==> src/sv/tpp_pkg.sv <==
// shared types and constants for the tape pulse playback block
package tpp_pkg;

  localparam int LENGTH_WIDTH_DEF = 26;

  localparam int SHORT_SCALE_W = 12;
  localparam int LONG_SCALE_W  = 10;
  localparam int BYTE_W        = 8;
  localparam int CFG_INDEX_W   = 2;
  localparam int CFG_DATA_W    = 12;

  localparam logic [SHORT_SCALE_W-1:0] SHORT_SCALE_RST = 12'd2079;
  localparam logic [LONG_SCALE_W-1:0]  LONG_SCALE_RST  = 10'd260;

  // configuration register indexes
  localparam logic [CFG_INDEX_W-1:0] CFG_SHORT_SCALE = 2'd0;
  localparam logic [CFG_INDEX_W-1:0] CFG_LONG_SCALE  = 2'd1;

  // long-form byte sequencing, value is the number of bytes still expected
  typedef enum logic [1:0] {
    LF_NONE  = 2'd0,
    LF_LAST  = 2'd1,
    LF_MID   = 2'd2,
    LF_FIRST = 2'd3
  } long_phase_t;

  typedef struct packed {
    logic read_level;
    logic byte_taken;
    logic pulse_end;
  } tpp_result_t;

endpackage

==> src/sv/tpp_scale.sv <==
// pulse length scaling: one shared multiplier, shift and saturation
module tpp_scale #(
  parameter int LENGTH_WIDTH = tpp_pkg::LENGTH_WIDTH_DEF
) (
  input  logic                                 long_sel,
  input  logic [tpp_pkg::BYTE_W-1:0]           data_byte,
  input  logic [tpp_pkg::BYTE_W-1:0]           long_byte0,
  input  logic [tpp_pkg::BYTE_W-1:0]           long_byte1,
  input  logic [tpp_pkg::SHORT_SCALE_W-1:0]    short_scale,
  input  logic [tpp_pkg::LONG_SCALE_W-1:0]     long_scale,
  output logic [LENGTH_WIDTH-1:0]              period
);

  localparam int AW = 3 * tpp_pkg::BYTE_W;
  localparam int BW = tpp_pkg::SHORT_SCALE_W;
  localparam int PW = AW + BW;
  localparam int SW = PW - 8;
  localparam int CW = (SW > LENGTH_WIDTH) ? SW : LENGTH_WIDTH;

  logic [AW-1:0] op_a;
  logic [BW-1:0] op_b;
  logic [PW-1:0] prod;
  logic [SW-1:0] scaled;
  logic [CW-1:0] scaled_ext;
  logic [CW-1:0] len_max_ext;

  always_comb begin
    if (long_sel) begin
      op_a = {data_byte, long_byte1, long_byte0};
      op_b = BW'(long_scale);
    end else begin
      op_a = AW'(data_byte);
      op_b = short_scale;
    end
    prod        = PW'(op_a) * PW'(op_b);
    scaled      = prod[PW-1:8];
    scaled_ext  = CW'(scaled);
    len_max_ext = CW'({LENGTH_WIDTH{1'b1}});
    if (scaled_ext > len_max_ext) begin
      period = {LENGTH_WIDTH{1'b1}};
    end else begin
      period = scaled_ext[LENGTH_WIDTH-1:0];
    end
  end

endmodule

==> src/sv/tpp_pulse.sv <==
// pulse state: byte intake, long-form assembly, tick counting and line level
module tpp_pulse #(
  parameter int LENGTH_WIDTH = tpp_pkg::LENGTH_WIDTH_DEF
) (
  input  logic                               clk,
  input  logic                               rst_n,
  input  logic                               step,
  input  logic                               motor_on,
  input  logic                               data_valid,
  input  logic [tpp_pkg::BYTE_W-1:0]         data_byte,
  input  logic [tpp_pkg::SHORT_SCALE_W-1:0]  short_scale,
  input  logic [tpp_pkg::LONG_SCALE_W-1:0]   long_scale,
  output tpp_pkg::tpp_result_t               res
);

  logic                        busy_r, busy_nxt;
  logic [LENGTH_WIDTH-1:0]     tick_r, tick_nxt;
  logic [LENGTH_WIDTH-1:0]     period_r, period_nxt;
  logic                        level_r, level_nxt;
  tpp_pkg::long_phase_t        phase_r, phase_nxt;
  logic [tpp_pkg::BYTE_W-1:0]  lb0_r, lb0_nxt;
  logic [tpp_pkg::BYTE_W-1:0]  lb1_r, lb1_nxt;
  logic [LENGTH_WIDTH-1:0]     tick_inc;
  logic [LENGTH_WIDTH-1:0]     scaled_len;
  logic                        taken;
  logic                        ended;

  tpp_scale #(
    .LENGTH_WIDTH(LENGTH_WIDTH)
  ) u_scale (
    .long_sel   (phase_r == tpp_pkg::LF_LAST),
    .data_byte  (data_byte),
    .long_byte0 (lb0_r),
    .long_byte1 (lb1_r),
    .short_scale(short_scale),
    .long_scale (long_scale),
    .period     (scaled_len)
  );

  always_comb begin
    busy_nxt   = busy_r;
    tick_nxt   = tick_r;
    period_nxt = period_r;
    level_nxt  = level_r;
    phase_nxt  = phase_r;
    lb0_nxt    = lb0_r;
    lb1_nxt    = lb1_r;
    taken      = 1'b0;
    ended      = 1'b0;
    // count stops at all ones
    tick_inc   = (&tick_r) ? tick_r : tick_r + 1'b1;

    if (busy_r) begin
      tick_nxt = tick_inc;
      if (tick_inc >= (period_r >> 1)) begin
        level_nxt = 1'b1;
      end
      if (tick_inc >= period_r) begin
        ended     = 1'b1;
        level_nxt = 1'b0;
        busy_nxt  = 1'b0;
      end
    end else if (motor_on && data_valid) begin
      taken = 1'b1;
      case (phase_r)
        tpp_pkg::LF_FIRST: begin
          lb0_nxt   = data_byte;
          phase_nxt = tpp_pkg::LF_MID;
        end
        tpp_pkg::LF_MID: begin
          lb1_nxt   = data_byte;
          phase_nxt = tpp_pkg::LF_LAST;
        end
        tpp_pkg::LF_LAST: begin
          phase_nxt  = tpp_pkg::LF_NONE;
          period_nxt = scaled_len;
          tick_nxt   = '0;
          busy_nxt   = 1'b1;
          level_nxt  = 1'b0;
        end
        default: begin
          if (data_byte == '0) begin
            phase_nxt = tpp_pkg::LF_FIRST;
          end else begin
            period_nxt = scaled_len;
            tick_nxt   = '0;
            busy_nxt   = 1'b1;
            level_nxt  = 1'b0;
          end
        end
      endcase
    end

    res.read_level = level_nxt;
    res.byte_taken = taken;
    res.pulse_end  = ended;
  end

  always_ff @(posedge clk) begin
    if (!rst_n) begin
      busy_r   <= 1'b0;
      tick_r   <= '0;
      period_r <= '0;
      level_r  <= 1'b0;
      phase_r  <= tpp_pkg::LF_NONE;
    end else if (step) begin
      busy_r   <= busy_nxt;
      tick_r   <= tick_nxt;
      period_r <= period_nxt;
      level_r  <= level_nxt;
      phase_r  <= phase_nxt;
    end
  end

  // long-form bytes are always written before use
  always_ff @(posedge clk) begin
    if (step) begin
      lb0_r <= lb0_nxt;
      lb1_r <= lb1_nxt;
    end
  end

endmodule

==> src/sv/tape_pulse_playback_top.sv <==
// tape pulse playback top level: config registers, input stage, result register
//
// channel  direction  ports
// in       input      in_valid/in_ready, in_motor_on, in_data_valid, in_data_byte
// out      output     out_valid/out_ready, out_read_level, out_byte_taken, out_pulse_end
// cfg      input      cfg_valid/cfg_ready, cfg_index, cfg_data
//
// one item per clock sustained while out_ready stays high; each item is held in the input
// register and is processed into the result register when that register is empty or being drained
// an accepted item passes through the input register, then the result register, to result valid
// the pulse state advances only when an item moves from input to result register
// a stalled result register holds the input stage, then in_ready drops
// rst_n is synchronous; scales return to their defaults, no item is held
module tape_pulse_playback_top #(
  parameter int LENGTH_WIDTH = tpp_pkg::LENGTH_WIDTH_DEF
) (
  input  logic                             clk,
  input  logic                             rst_n,
  input  logic                             in_valid,
  output logic                             in_ready,
  input  logic                             in_motor_on,
  input  logic                             in_data_valid,
  input  logic [tpp_pkg::BYTE_W-1:0]       in_data_byte,
  output logic                             out_valid,
  input  logic                             out_ready,
  output logic                             out_read_level,
  output logic                             out_byte_taken,
  output logic                             out_pulse_end,
  input  logic                             cfg_valid,
  output logic                             cfg_ready,
  input  logic [tpp_pkg::CFG_INDEX_W-1:0]  cfg_index,
  input  logic [tpp_pkg::CFG_DATA_W-1:0]   cfg_data
);

  logic [tpp_pkg::SHORT_SCALE_W-1:0] short_scale_r;
  logic [tpp_pkg::LONG_SCALE_W-1:0]  long_scale_r;
  logic                              s1_valid_r;
  logic                              s1_motor_r;
  logic                              s1_dvalid_r;
  logic [tpp_pkg::BYTE_W-1:0]        s1_byte_r;
  logic                              out_valid_r;
  tpp_pkg::tpp_result_t              out_res_r;
  tpp_pkg::tpp_result_t              res;
  logic                              advance;
  logic                              in_fire;

  assign cfg_ready = 1'b1;

  always_ff @(posedge clk) begin
    if (!rst_n) begin
      short_scale_r <= tpp_pkg::SHORT_SCALE_RST;
      long_scale_r  <= tpp_pkg::LONG_SCALE_RST;
    end else if (cfg_valid) begin
      case (cfg_index)
        tpp_pkg::CFG_SHORT_SCALE: short_scale_r <= cfg_data;
        tpp_pkg::CFG_LONG_SCALE:  long_scale_r  <= cfg_data[tpp_pkg::LONG_SCALE_W-1:0];
        default: ;
      endcase
    end
  end

  // item moves on when the result register is empty or being drained
  assign advance  = s1_valid_r && (!out_valid_r || out_ready);
  assign in_ready = !s1_valid_r || advance;
  assign in_fire  = in_valid && in_ready;

  always_ff @(posedge clk) begin
    if (!rst_n) begin
      s1_valid_r <= 1'b0;
    end else if (in_ready) begin
      s1_valid_r <= in_valid;
    end
  end

  always_ff @(posedge clk) begin
    if (in_fire) begin
      s1_motor_r  <= in_motor_on;
      s1_dvalid_r <= in_data_valid;
      s1_byte_r   <= in_data_byte;
    end
  end

  tpp_pulse #(
    .LENGTH_WIDTH(LENGTH_WIDTH)
  ) u_pulse (
    .clk        (clk),
    .rst_n      (rst_n),
    .step       (advance),
    .motor_on   (s1_motor_r),
    .data_valid (s1_dvalid_r),
    .data_byte  (s1_byte_r),
    .short_scale(short_scale_r),
    .long_scale (long_scale_r),
    .res        (res)
  );

  always_ff @(posedge clk) begin
    if (!rst_n) begin
      out_valid_r <= 1'b0;
    end else if (advance) begin
      out_valid_r <= 1'b1;
    end else if (out_ready) begin
      out_valid_r <= 1'b0;
    end
  end

  always_ff @(posedge clk) begin
    if (advance) begin
      out_res_r <= res;
    end
  end

  assign out_valid      = out_valid_r;
  assign out_read_level = out_res_r.read_level;
  assign out_byte_taken = out_res_r.byte_taken;
  assign out_pulse_end  = out_res_r.pulse_end;

endmodule

==> config.mk <==
export PLATFORM = sky130hd
export DESIGN_NAME = tape_pulse_playback_top
export DESIGN_NICKNAME = d
export VERILOG_FILES = /design/src/sv/tpp_pkg.sv /design/src/sv/tpp_scale.sv /design/src/sv/tpp_pulse.sv /design/src/sv/tape_pulse_playback_top.sv
export SDC_FILE = /design/constraint.sdc
export NUM_CORES = 1
export LEC_CHECK = 0
export ABC_AREA = 1
export BUFFER_PORTS_ARGS = -buffer_cell sky130_fd_sc_hd__buf_2
export CAP_MARGIN = 30
export CORE_MARGIN = 2
export CORE_UTILIZATION = 40
export CTS_CLUSTER_SIZE = 12
export DETAILED_ROUTE_END_ITERATION = 12
export PLACE_DENSITY = 0.54
export RECOVER_POWER = 50
export SLEW_MARGIN = 20
export SYNTH_ARGS = -nofsm -noshare
export SYNTH_HDL_FRONTEND = slang
export SYNTH_SLANG_ARGS = --single-unit
==> constraint.sdc <==
create_clock -name clk -period 6.61 [get_ports clk]
set_clock_uncertainty 0.15 [all_clocks]
set_input_delay 0.661 -clock clk [delete_from_list [all_inputs] [get_ports clk]]
set_output_delay 0.661 -clock clk [all_outputs]
set_load 0.02 [all_outputs]
==> run metrics <==
Hold Crit Class=primary input to register; Seq/Total Area, Yosys=between 15 and 20%; core outline area=38,600 µm²; drt pass-1 iters=8; Synth area leader=fa_1; met2 Usage GRT=around two fifths; status=finished, violations left; Total Nets Final=~2,500; clk root buf=clkbuf_16; Pwr per Cell Area=about 160 nW/µm²; worst slew pin tran=~1.6 ns; Leak=8.52 nW; EDFF count, synth=29; Fmax=approximately 160 MHz; TritonCTS buffer count=9; busiest grt layer=met2; Synth cell types=47; Die Span Y=202 µm; Max FO, Critical Path=16; Starting Density=roughly 40%; final setup fails=0; Worst EP required=between 6 and 7 ns; Area growth syn-to-layout=10.9%; H-tree depth=3; routed len/inst=about 17 µm; Yosys reg bits=~110; largest net degree at the start of global routing=31; initial antenna violation count=0; row cnt=72; CTS clk-pin slew, worst paths=0.08 ns; Avg Vias per Cell=between 5 and 6; vias=13,659; hold depth=1; count leader, synth=nand2_1; top-area cell type share of the netlist area=28.1%; critical path data arrival time=roughly 6.4 ns; CP startpoint=u_pulse.phase_r[1]; Slowest-stage cell, CP=fa_1; chip width=approximately 200 µm; R2R Setup Slk=0.34 ns; largest vdd supply drop=approximately 0.15 mV; IO Port Bufs=33; Critical Path End=u_pulse.period_r[0]; Max-cap violations=1; startpoint types=register; M1 GR Usage=around a third; Min Clock Period, post-route=about 6.3 ns; clock sinks=~110; top cells by area, synth=fa_1 28%, nand2_1 12%, dfxtp_1 10%; synthesized area=~16,000 µm²; Worst slew margin=-8.50%; CP max stage delay=approximately 0.54 ns; drc violations=0; GR Overflow Total=0; global-route wire length before repair=roughly 77,000 µm; clk_lat worst skew=roughly 0.40 ns; final hold viol count=0; number of global-route vias before repair=approximately 14,000; worst r2r path cells=29; CP most frequent cell=inv_1; Syn Area/Cell=7.49 µm²; # IOs=35; yosys warns=0; Slew Limit Fails=31; Mapped Cells=2,086; Die Area=40,700 µm²; Final period util=between 90% and 100%; Filler Cells Inserted=3,993; Total GRT Usage=about a quarter; ANT cells=0; hold_ws=about 0.29 ns; clk buf depth=2; Initial DRC Count=between 1,000 and 1,500; commonest cells in the netlist=519 x nand2_1, 413 x inv_1, 220 x nor2_1; post-route ant nets=0; Crit. End Element=register; FF-to-FF End=u_pulse.period_r[0]; DP HPWL=between 30,000 and 40,000 µm; cts hold-fix bufs=0; CTS tree=yes; Final GP Congestion=0.937; Post-synth ARST share=0%; Final Total Pwr=2.81 mW; failing checks=max-capacitance violations, max-slew violations; met3 Use GR=under 10%; main flop type after synthesis=dfxtp_1; RR Startpoint=u_pulse.phase_r[1]; Detailed Route WL=roughly 47,000 µm; layout cells sized above 1=about a tenth; Worst Setup Path Type=register to register
-- state kept, by name (all words and copies together) (netlist names), 2 cells and up --
register          flops
long_scale_r         10
u_pulse.lb1_r         8
u_pulse.period_r     26
u_pulse.lb0_r         8
u_pulse.phase_r       2
s1_byte_r             8
u_pulse.tick_r       26
short_scale_r        12
-- cell families after synthesis --
group | share of synthesized area, %
simple gates | 24.4
buf+inv | 12.0
fa+ha+maj | 38.2
compound gates | 7.98
flops | 15.8
xor+xnor | 1.46
other cells | 0.0481
mux | 0.0641
-- worst min-delay path by stage --
stage | to | slack [ns] | from
finish | s1_byte_r[5] | 0.29 | in_data_byte[5]
global route | s1_dvalid_r | 0.27 | in_data_valid
CTS | s1_byte_r[5] | 0.27 | in_data_byte[5]
detailed placement | short_scale_r[3] | 0.30 | short_scale_r[3]
global placement | short_scale_r[4] | 0.30 | short_scale_r[4]
floorplan | short_scale_r[11] | 0.28 | short_scale_r[11]
-- metrics by stage --
step | util (%) | setup TNS [ns] | setup slack, ns | cell area [µm²] | cells
2_1_floorplan | - | 0 | 0.294 | 15700 | 2101
3_3_place_gp | 43.4 | 0 | 0.0960 | 16700 | 2662
4_1_cts | 44.3 | 0 | 0.0238 | 17100 | 2679
6_report | 44.9 | 0 | 0.337 | 17300 | 2695
3_5_place_dp | 43.4 | 0 | 0.0459 | 16700 | 2663
5_1_grt | 44.9 | -0.00126 | -0.00126 | 17300 | 2695
-- placed cells by master (no fill, tap or decap), drive strengths merged, types with 2 or more instances in the layout --
master    instances
nor2            224
xor2             18
a211oi            3
buf              94
nor3             23
clkbuf           22
o21bai            3
clkinvlp          8
nand3            82
nor4              8
clkinv            5
nand3b            3
o2111ai           2
inv             420
ha              127
xnor2             8
o21a              8
edfxtp           29
and3              4
nand2           539
dfxtp            80
o211ai            6
fa              219
a31oi             4
conb             17
a21oi           138
nand4            14
o21ai            60
a21o              4
-- critical path, delay by kind of cell (launching register included) --
kind,cells,cell delay [ns]
buf+inv,12,1.23
simple gates,7,0.72
fa+ha+maj,7,3.11
compound gates,3,0.61
flops,1,0.34
-- what timing repair did --
item                                    4_1_cts  5_1_grt
endpoints found under the setup margin        0       26
hold endpoints to repair                      0        0
buffers inserted                              0       15
resized for setup                             0       50
-- cell type report --
class | instances | area [µm²] | share of cell area (%)
clock buffer | 11 | 254 | 1.47
clock inverter | 5 | 62.6 | 0.361
inverter | 429 | 1640 | 9.48
multi-input combinational | 1518 | 11400 | 66.1
sequential | 109 | 2470 | 14.3
tap | 518 | 648 | 3.74
timing repair buffer | 105 | 798 | 4.61
-- routing by layer --
metal  routed length [µm]  up-vias
met5                    0        -
met4                 1660        0
met3                 2400       91
met2                21800      402
met1                20600     6617
li1                     -     6549
-- where the power goes --
part / internal, mW / total, mW / switching [mW]
Combinational: 0.509 / 1.47 / 0.964
Clock: 0.321 / 0.612 / 0.291
Sequential: 0.705 / 0.724 / 0.0188
(Power assumes the default switching activity.)
